<file path="src/hdl/mwm_pkg.sv">
`default_nettype none
package mwm_pkg;

  // Operation codes
  localparam logic [2:0] FUNC_SENSE = 3'd0;
  localparam logic [2:0] FUNC_QUERY = 3'd1;
  localparam logic [2:0] FUNC_WRITE = 3'd2;
  localparam logic [2:0] FUNC_READ  = 3'd3;
  localparam logic [2:0] FUNC_CLEAR = 3'd4;

  // Directions, clockwise
  localparam logic [1:0] DIR_UP    = 2'd0;
  localparam logic [1:0] DIR_RIGHT = 2'd1;
  localparam logic [1:0] DIR_DOWN  = 2'd2;
  localparam logic [1:0] DIR_LEFT  = 2'd3;

  // One map word per cell: wall above, wall to the right, explored, value
  typedef struct packed {
    logic       nwall;
    logic       ewall;
    logic       expl;
    logic [7:0] value;
  } cell_word_t;

  localparam cell_word_t CELL0_RST = '{nwall: 1'b0, ewall: 1'b1, expl: 1'b1, value: 8'd0};

  typedef struct packed {
    logic [2:0] func;
    logic [1:0] heading;
    logic       front;
    logic       left;
    logic       right;
    logic       allow;
    logic [7:0] wval;
  } mwm_req_t;

  // Cell sits on the maze edge in each direction
  typedef struct packed {
    logic top;
    logic right;
    logic bottom;
    logic left;
  } mwm_brd_t;

  typedef struct packed {
    logic       ok;
    logic [7:0] val;
    logic       ign;
  } mwm_res_t;

  typedef struct packed {
    logic       c_en;
    logic       s_en;
    logic       w_en;
    cell_word_t c_word;
    cell_word_t s_word;
    cell_word_t w_word;
  } mwm_wr_t;

endpackage
`default_nettype wire

</file>
<file path="src/hdl/mwm_op_eval.sv">
`default_nettype none
module mwm_op_eval
  import mwm_pkg::*;
(
  input  logic       active,
  input  mwm_req_t   req,
  input  mwm_brd_t   brd,
  input  cell_word_t c_word,
  input  cell_word_t n_word,
  input  cell_word_t e_word,
  input  cell_word_t s_word,
  input  cell_word_t w_word,
  output mwm_res_t   res,
  output mwm_wr_t    wr
);

  logic [3:0] border_v;
  logic [3:0] expl_v;
  logic [3:0] wall_v;
  logic [3:0] sensed_v;
  logic [3:0] set_v;
  logic [1:0] behind;
  logic [7:0] nbr_val;

  always_comb begin
    border_v[DIR_UP]    = brd.top;
    border_v[DIR_RIGHT] = brd.right;
    border_v[DIR_DOWN]  = brd.bottom;
    border_v[DIR_LEFT]  = brd.left;

    expl_v[DIR_UP]    = n_word.expl;
    expl_v[DIR_RIGHT] = e_word.expl;
    expl_v[DIR_DOWN]  = s_word.expl;
    expl_v[DIR_LEFT]  = w_word.expl;

    // Border always reads as a wall
    wall_v[DIR_UP]    = brd.top    | c_word.nwall;
    wall_v[DIR_RIGHT] = brd.right  | c_word.ewall;
    wall_v[DIR_DOWN]  = brd.bottom | s_word.nwall;
    wall_v[DIR_LEFT]  = brd.left   | w_word.ewall;

    // Map robot-relative sensors onto absolute directions
    sensed_v = 4'b0000;
    sensed_v[req.heading]        = req.front;
    sensed_v[req.heading + 2'd1] = req.right;
    sensed_v[req.heading + 2'd3] = req.left;
    behind = req.heading + 2'd2;

    case (req.heading)
      DIR_UP:    nbr_val = n_word.value;
      DIR_RIGHT: nbr_val = e_word.value;
      DIR_DOWN:  nbr_val = s_word.value;
      default:   nbr_val = w_word.value;
    endcase
  end

  always_comb begin
    res       = '0;
    wr        = '0;
    wr.c_word = c_word;
    wr.s_word = s_word;
    wr.w_word = w_word;
    set_v     = 4'b0000;
    if (active) begin
      unique case (req.func)
        FUNC_SENSE: begin
          if (wall_v[behind]) begin
            res.ign = 1'b1;
          end else begin
            // no wall next to an explored cell, none on the border
            set_v = sensed_v & ~border_v & ~expl_v & {4{~c_word.expl}};
            wr.c_en         = 1'b1;
            wr.c_word.nwall = c_word.nwall | set_v[DIR_UP];
            wr.c_word.ewall = c_word.ewall | set_v[DIR_RIGHT];
            wr.c_word.expl  = 1'b1;
            wr.s_en         = set_v[DIR_DOWN];
            wr.s_word.nwall = 1'b1;
            wr.w_en         = set_v[DIR_LEFT];
            wr.w_word.ewall = 1'b1;
          end
        end
        FUNC_QUERY: begin
          if (!wall_v[req.heading] && (expl_v[req.heading] || req.allow)) begin
            res.ok  = 1'b1;
            res.val = nbr_val;
          end
        end
        FUNC_WRITE: begin
          wr.c_en         = 1'b1;
          wr.c_word.value = req.wval;
        end
        FUNC_READ: begin
          res.val = c_word.value;
        end
        default: begin
        end
      endcase
    end
  end

endmodule
`default_nettype wire

</file>
<file path="src/hdl/maze_wall_map_store_unit.sv">
`default_nettype none
// Maze wall map store: one map word per cell (wall above, wall to the right,
// explored flag, 8-bit value) in a single synchronous RAM with one write and
// one registered read port. Each transfer runs a fixed read-modify-write
// sequence: five reads (the cell and its four neighbors, one per cycle,
// through the registered read port), three write slots (the cell, the cell
// below, the cell to the left), then the result is placed in the output
// register and in_ready returns. An item with a coordinate outside the maze
// or an unused func code skips the reads and writes and goes straight to
// placing its result. Items are handled one at a time; a waiting result
// does not block the sequencer until it has a new result to deliver, and
// then the sequencer holds until the output register is free.
// After reset, and for a clear item, the unit sweeps the RAM one cell per
// cycle over all MAZE_SIDE*MAZE_SIDE cells (256 at the default size), with
// in_ready low; a clear item's all-zero result follows the sweep.
module maze_wall_map_store_unit
  import mwm_pkg::*;
#(
  parameter int MAZE_SIDE = 16
) (
  input  wire logic       clk,
  input  wire logic       rst_n,
  input  wire logic       in_valid,
  output logic            in_ready,
  input  wire logic [2:0] in_func,
  input  wire logic [3:0] in_pos_x,
  input  wire logic [3:0] in_pos_y,
  input  wire logic [1:0] in_heading,
  input  wire logic       in_sensed_front,
  input  wire logic       in_sensed_left,
  input  wire logic       in_sensed_right,
  input  wire logic       in_allow_unexplored,
  input  wire logic [7:0] in_write_value,
  output logic            out_valid,
  input  wire logic       out_ready,
  output logic            out_neighbor_ok,
  output logic [7:0]      out_cell_value,
  output logic            out_sense_ignored
);

  localparam int MAP_CELLS = MAZE_SIDE * MAZE_SIDE;
  localparam int IDX_W     = $clog2(MAP_CELLS);

  localparam logic [2:0] ST_CLEAR = 3'd0;
  localparam logic [2:0] ST_IDLE  = 3'd1;
  localparam logic [2:0] ST_READ  = 3'd2;
  localparam logic [2:0] ST_WRITE = 3'd3;
  localparam logic [2:0] ST_DONE  = 3'd4;

  localparam logic [2:0] SLOT_READ_LAST  = 3'd5;
  localparam logic [2:0] SLOT_WRITE_LAST = 3'd2;

  localparam logic [IDX_W-1:0] IDX_LAST = IDX_W'(MAP_CELLS - 1);
  localparam logic [IDX_W-1:0] IDX_ROW  = IDX_W'(MAZE_SIDE);
  localparam logic [IDX_W-1:0] IDX_ONE  = IDX_W'(1);

  // Map RAM
  cell_word_t mem_r [MAP_CELLS];
  cell_word_t rdata_r;
  logic             mem_we;
  logic [IDX_W-1:0] mem_waddr;
  logic [IDX_W-1:0] mem_raddr;
  cell_word_t       mem_wdata;

  always_ff @(posedge clk) begin
    if (mem_we) begin
      mem_r[mem_waddr] <= mem_wdata;
    end
    rdata_r <= mem_r[mem_raddr];
  end

  // Control state
  logic [2:0]       state_r, state_nxt;
  logic [2:0]       slot_r, slot_nxt;
  logic [IDX_W-1:0] clr_idx_r, clr_idx_nxt;
  logic             clr_emit_r, clr_emit_nxt;
  logic             out_valid_r, out_valid_nxt;

  // Item context, loaded on transfer
  mwm_req_t         req_r;
  mwm_brd_t         brd_r;
  logic             active_r;
  logic [IDX_W-1:0] cidx_r, nidx_r, eidx_r, sidx_r, widx_r;
  cell_word_t       c_word_r, n_word_r, e_word_r, s_word_r, w_word_r;

  logic             out_neighbor_ok_r;
  logic [7:0]       out_cell_value_r;
  logic             out_sense_ignored_r;

  // Decode of the incoming item
  logic             in_xfer;
  logic             in_range;
  logic             active_in;
  mwm_brd_t         brd_in;
  mwm_req_t         req_in;
  logic [IDX_W-1:0] cidx_in;
  logic             res_load;

  mwm_res_t res;
  mwm_wr_t  wr;

  assign in_ready  = (state_r == ST_IDLE);
  assign in_xfer   = in_valid && in_ready;
  assign out_valid = out_valid_r;
  assign out_neighbor_ok   = out_neighbor_ok_r;
  assign out_cell_value    = out_cell_value_r;
  assign out_sense_ignored = out_sense_ignored_r;

  always_comb begin
    in_range  = (32'(in_pos_x) < MAZE_SIDE) && (32'(in_pos_y) < MAZE_SIDE);
    active_in = in_range && ((in_func == FUNC_SENSE) || (in_func == FUNC_QUERY) ||
                             (in_func == FUNC_WRITE) || (in_func == FUNC_READ));
    brd_in.top    = (32'(in_pos_y) == MAZE_SIDE - 1);
    brd_in.right  = (32'(in_pos_x) == MAZE_SIDE - 1);
    brd_in.bottom = (in_pos_y == 4'd0);
    brd_in.left   = (in_pos_x == 4'd0);
    // Hold index at zero for coordinates outside the maze
    cidx_in = in_range ? IDX_W'(32'(in_pos_y) * MAZE_SIDE + 32'(in_pos_x))
                       : '0;
    req_in.func    = in_func;
    req_in.heading = in_heading;
    req_in.front   = in_sensed_front;
    req_in.left    = in_sensed_left;
    req_in.right   = in_sensed_right;
    req_in.allow   = in_allow_unexplored;
    req_in.wval    = in_write_value;
  end

  mwm_op_eval u_eval (
    .active (active_r),
    .req    (req_r),
    .brd    (brd_r),
    .c_word (c_word_r),
    .n_word (n_word_r),
    .e_word (e_word_r),
    .s_word (s_word_r),
    .w_word (w_word_r),
    .res    (res),
    .wr     (wr)
  );

  // RAM port muxing
  always_comb begin
    mem_we    = 1'b0;
    mem_waddr = clr_idx_r;
    mem_wdata = '0;
    mem_raddr = cidx_r;
    unique case (state_r)
      ST_CLEAR: begin
        mem_we    = 1'b1;
        mem_wdata = (clr_idx_r == '0) ? CELL0_RST : '0;
      end
      ST_READ: begin
        case (slot_r)
          3'd0:    mem_raddr = cidx_r;
          3'd1:    mem_raddr = nidx_r;
          3'd2:    mem_raddr = eidx_r;
          3'd3:    mem_raddr = sidx_r;
          3'd4:    mem_raddr = widx_r;
          default: mem_raddr = cidx_r;
        endcase
      end
      ST_WRITE: begin
        case (slot_r)
          3'd0: begin
            mem_we    = wr.c_en;
            mem_waddr = cidx_r;
            mem_wdata = wr.c_word;
          end
          3'd1: begin
            mem_we    = wr.s_en;
            mem_waddr = sidx_r;
            mem_wdata = wr.s_word;
          end
          default: begin
            mem_we    = wr.w_en;
            mem_waddr = widx_r;
            mem_wdata = wr.w_word;
          end
        endcase
      end
      default: begin
      end
    endcase
  end

  // Sequencer
  always_comb begin
    state_nxt    = state_r;
    slot_nxt     = slot_r;
    clr_idx_nxt  = clr_idx_r;
    clr_emit_nxt = clr_emit_r;
    res_load     = 1'b0;
    unique case (state_r)
      ST_CLEAR: begin
        clr_idx_nxt = clr_idx_r + IDX_ONE;
        if (clr_idx_r == IDX_LAST) begin
          clr_idx_nxt  = '0;
          clr_emit_nxt = 1'b0;
          state_nxt    = clr_emit_r ? ST_DONE : ST_IDLE;
        end
      end
      ST_IDLE: begin
        if (in_xfer) begin
          slot_nxt = 3'd0;
          if (in_func == FUNC_CLEAR) begin
            clr_idx_nxt  = '0;
            clr_emit_nxt = 1'b1;
            state_nxt    = ST_CLEAR;
          end else if (active_in) begin
            state_nxt = ST_READ;
          end else begin
            state_nxt = ST_DONE;
          end
        end
      end
      ST_READ: begin
        slot_nxt = slot_r + 3'd1;
        if (slot_r == SLOT_READ_LAST) begin
          slot_nxt  = 3'd0;
          state_nxt = ST_WRITE;
        end
      end
      ST_WRITE: begin
        slot_nxt = slot_r + 3'd1;
        if (slot_r == SLOT_WRITE_LAST) begin
          slot_nxt  = 3'd0;
          state_nxt = ST_DONE;
        end
      end
      ST_DONE: begin
        // hold until the output register is free
        if (!out_valid_r || out_ready) begin
          res_load  = 1'b1;
          state_nxt = ST_IDLE;
        end
      end
      default: begin
        state_nxt = ST_IDLE;
      end
    endcase
    out_valid_nxt = (out_valid_r && !out_ready) || res_load;
  end

  always_ff @(posedge clk) begin
    if (!rst_n) begin
      state_r     <= ST_CLEAR;
      slot_r      <= 3'd0;
      clr_idx_r   <= '0;
      clr_emit_r  <= 1'b0;
      out_valid_r <= 1'b0;
    end else begin
      state_r     <= state_nxt;
      slot_r      <= slot_nxt;
      clr_idx_r   <= clr_idx_nxt;
      clr_emit_r  <= clr_emit_nxt;
      out_valid_r <= out_valid_nxt;
    end
  end

  // Item context and read capture
  always_ff @(posedge clk) begin
    if (in_xfer) begin
      req_r    <= req_in;
      brd_r    <= brd_in;
      active_r <= active_in;
      cidx_r   <= cidx_in;
      // Neighbors off the edge fall back to the cell itself
      nidx_r   <= brd_in.top    ? cidx_in : cidx_in + IDX_ROW;
      eidx_r   <= brd_in.right  ? cidx_in : cidx_in + IDX_ONE;
      sidx_r   <= brd_in.bottom ? cidx_in : cidx_in - IDX_ROW;
      widx_r   <= brd_in.left   ? cidx_in : cidx_in - IDX_ONE;
    end
    if (state_r == ST_READ) begin
      case (slot_r)
        3'd1:    c_word_r <= rdata_r;
        3'd2:    n_word_r <= rdata_r;
        3'd3:    e_word_r <= rdata_r;
        3'd4:    s_word_r <= rdata_r;
        3'd5:    w_word_r <= rdata_r;
        default: begin
        end
      endcase
    end
    if (res_load) begin
      out_neighbor_ok_r   <= res.ok;
      out_cell_value_r    <= res.val;
      out_sense_ignored_r <= res.ign;
    end
  end

endmodule
`default_nettype wire

</file>
<file path="config.mk">
export PLATFORM = sky130hd
export DESIGN_NAME = maze_wall_map_store_unit
export DESIGN_NICKNAME = d
export VERILOG_FILES = /design/src/hdl/mwm_pkg.sv /design/src/hdl/mwm_op_eval.sv /design/src/hdl/maze_wall_map_store_unit.sv
export SDC_FILE = /design/constraint.sdc
export NUM_CORES = 2
export LEC_CHECK = 0
export ABC_AREA = 1
export BUFFER_PORTS_ARGS = -buffer_cell sky130_fd_sc_hd__buf_2
export CAP_MARGIN = 0
export CORE_ASPECT_RATIO = 1.5
export CORE_UTILIZATION = 30
export DETAILED_ROUTE_END_ITERATION = 12
export GPL_ROUTABILITY_DRIVEN = 0
export HOLD_SLACK_MARGIN = 0.12
export PLACE_DENSITY = 0.51
export SYNTH_ARGS = -nofsm -noshare
export SYNTH_HDL_FRONTEND = slang
export SYNTH_SLANG_ARGS = --single-unit
</file>
<file path="constraint.sdc">
create_clock -name clk -period 12.7 [get_ports clk]
set_input_delay 1.905 -clock clk [delete_from_list [all_inputs] [get_ports clk]]
set_output_delay 1.905 -clock clk [all_outputs]
set_load 0.005 [all_outputs]
</file>
==> results by group <==
CTS
  – Clock latency on the worst-skew pair: 0.91 ns
  – CTS clk-pin slew, worst paths: ~0.060 ns
  – Setup Fix Bufs, Post-CTS: 0
  – Clock buffer count from CTS: around 280
  – CTS tree: yes
  – Post-CTS Hold Fix Bufs: 0
  – CTS max path bufs: 4
  – Post-cts sizing count: 0
  – CTS root buffer: clkbuf_16
  – CTS sink cnt: approximately 3000
  – Max H-tree Level: 5

Synth
  – Adder-cell share of the synthesized area: less than 1%
  – Syn nets: about 12000
  – Post-synthesis cell type count: 43
  – Asr flop ratio synth: 0%
  – Compound-gate portion of the synthesized area: ~1.6%
  – Top_reg_cell synth: edfxtp_1
  – Simple-gate share of the synthesized area: a little under a quarter
  – EDFF count, synth: ~3000
  – Yosys reg bits: 2958
  – Yosys warns: 0
  – Mux contribution to synthesized area: 0%
  – Largest family of logic cells by synthesized area: simple AND/OR/NAND/NOR gates
  – Post-Syn Area: 0.129 mm^2
  – Synth Area in XOR/XNOR: 0.0815%
  – Sequential area share after synthesis: 68.7%
  – Mapped Cells: approximately 12000
  – Syn Area/Cell: between 10 and 15 um^2

Global routing
  – Total GRT Usage: ~19%
  – Largest net degree at the start of global routing: 168
  – Congestion Overflow GR: 0
  – Initial antenna violation count: 13
  – Vias in the first global route: ~82000
  – First-pass GRT wire length: 591000 um

Floorplanning
  – Die ar.: between 0.4 and 0.5 mm^2
  – Rows: 294
  – IO Pins: 41
  – Die Height: a little over 800 um
  – Initial Util: a little under a third
  – Die Wd: roughly 540 um
  – Area of the core: approximately 0.43 mm^2

Critical path
  – Critical Path RT: roughly 13 ns
  – CP Max Fanout: 134
  – Critical path capture point type: flip-flop
  – Critical Path Start Type: flip-flop
  – Critical Path AT: about 7.5 ns
  – Critical path type: flip-flop to flip-flop

Placed design
  – DP Area: 0.135 mm^2
  – DP Wirelength: 226000 um
  – Number of port buffers: 40

Final layout
  – Most frequent cells in the layout: 2931 x edfxtp_1, 2543 x nand2_1, 2443 x nand3_1
  – Fraction of layout instances using a drive strength above 1: between 6 and 7%
  – Final design utilization: between 30% and 40%
  – NumNets Final: roughly 11000
  – Finished Cell Area: between 0.1 and 0.15 mm^2
  – Most common cell after layout, fill and taps aside: edfxtp_1
  – Area Growth Syn to Fin: 11.3%

Routing
  – Vias post-DR: roughly 85000
  – ANT nets after route: 0
  – Pre-antenna DRT Iters: 6
  – Vias per inst: just under 5
  – Average wire per standard cell: ~24 um
  – DR iter-0 viols: 7057
  – Residual DRC count: 0
  – Routed WL: 410000 um

Status
  – Status: finished clean

STA
  – Slew of the pin with the lowest slew margin: 1.38 ns
  – Clock Skew: around 0.054 ns
  – FMAX: 149 MHz
  – Endpoints failing setup: 0
  – Hold Vio Cnt, Final: 0
  – Fin crit share: ~53%
  – RSZ-0062 raised after global routing: false
  – Tmin final: about 6.7 ns
  – Setup_tns: 0 ns
  – Relative slew slack: a little under 8%
  – Slew Viols, Final: 0

Power and ir drop
  – Pwr dens: about 170 mW/mm^2
  – Peak supply drop: 154 uV
  – Leak Pwr: between 50 and 60 nW

Run
  – MaxCap Viol Count: 0

Hold path
  – Worst hold path type: flip-flop to flip-flop
final cells by class:
| class | count | area, um^2 |
|---|---|---|
| Clock buffer | 352 | 7510 |
| Sequential cell | 2958 | 88600 |
| Multi-Input combinational cell | 6490 | 31800 |
| Timing Repair Buffer | 297 | 2400 |
| Antenna cell | 12 | 30.0 |
| Inverter | 1342 | 5070 |
| Clock inverter | 130 | 1130 |
| Fill cell | 42592 | 284000 |
| Tap cell | 5624 | 7040 |
worst max-delay path, stage by stage (launching register included):
cell and delay (ns):
dfxtp_1 0.51, nor2_4 0.07, buf_4 0.26, nand2_4 0.19
nand2_2 0.11, nor2_8 0.20, nand2_8 0.37, nand2_8 0.59
buf_12 0.53, buf_4 0.71, buf_4 0.65, nand2_1 0.11
nand3_1 0.09, nand3_1 0.20, nand3_1 0.19, nand3_1 0.20
nand3_1 0.28, nand3_1 0.54, nand3_1 0.35, nand2_1 0.09
per-stage QoR:
stage	cells	hold WS (ns)	setup WS, ns	power [mW]
global placement	16710	0.487	6.09	15.6
floorplan	11547	0.421	2.34	13.9
finish	17205	0.502	6.01	23.7
global route	17194	0.521	5.79	24.4
CTS	17192	0.498	6.02	23.9
detailed placement	16710	0.488	6.08	15.6
cell usage after synthesis (7+ instances only):
master    instances  area share, %
o211ai_1        142           0.83
o22ai_1          15          0.073
o21ai_1          13          0.050
nand3_1        2443            9.5
buf_2           563            2.2
inv_2             8          0.023
xor2_1           12          0.082
o21ai_0          58           0.23
nor3_1           12          0.047
buf_1            20          0.058
a21oi_1          52           0.20
clkbuf_1        104           0.30
dfxtp_1          27           0.42
nor2_1          327           0.95
buf_4            64           0.37
nand2_1        2565            7.5
inv_1          1333            3.9
a221oi_1          7          0.048
nand3b_1        787            4.6
ha_1              8          0.078
edfxtp_1       2931             68
flip-flops by register name (all words and copies together), names as in the netlist, 4 cells and up:
| name | flops |
|---|---|
| brd_r | 4 |
| c_word_r | 11 |
| cidx_r | 8 |
| clr_idx_r | 8 |
| e_word_r | 9 |
| eidx_r | 8 |
| mem_r | 2816 |
| n_word_r | 9 |
| nidx_r | 4 |
| out_cell_value | 8 |
| rdata_r | 11 |
| req_r | 17 |
| s_word_r | 11 |
| sidx_r | 4 |
| w_word_r | 11 |
| widx_r | 8 |
power by group:
part           leakage [nW]  switching [mW]  internal [mW]
combinational          24.1            3.16          0.773
clock                  4.23            3.74           4.60
sequential             24.7           0.104           11.4
total                  53.1            7.00           16.7
metal layers:
layer	share of wire, %	global-route usage (%)
met5	0.0032	0
met4	5.3	9.39
met3	5.1	2.28
met2	50	32.0
met1	40	22.6
worst paths after layout:
path / start / to / slack (ns) / cells after the start
max: slot_r[2]$_SDFFE_PN0P_ / rdata_r[5]$_DFF_P_ / 6.01 / 19
min: clr_idx_r[0]$_SDFFE_PN0P_ / clr_idx_r[0]$_SDFFE_PN0P_ / 0.50 / 2
max reg2reg: slot_r[2]$_SDFFE_PN0P_ / rdata_r[5]$_DFF_P_ / 6.01 / 19
min reg2reg: clr_idx_r[0]$_SDFFE_PN0P_ / clr_idx_r[0]$_SDFFE_PN0P_ / 0.50 / 2
logic make-up (layout without fill, tap and decap cells):
group                      count (synthesis)  in the layout
and+or+nand+nor                         6158           6158
buffers and inverters                   2099           2121
adders and majority gates                  8              8
AOI/OAI and AO/OA                        312            312
xor gates and xnor gates                  12             12
other                                      0             12
DFF                                     2958           2958
Power figures use the tool's default switching activity.
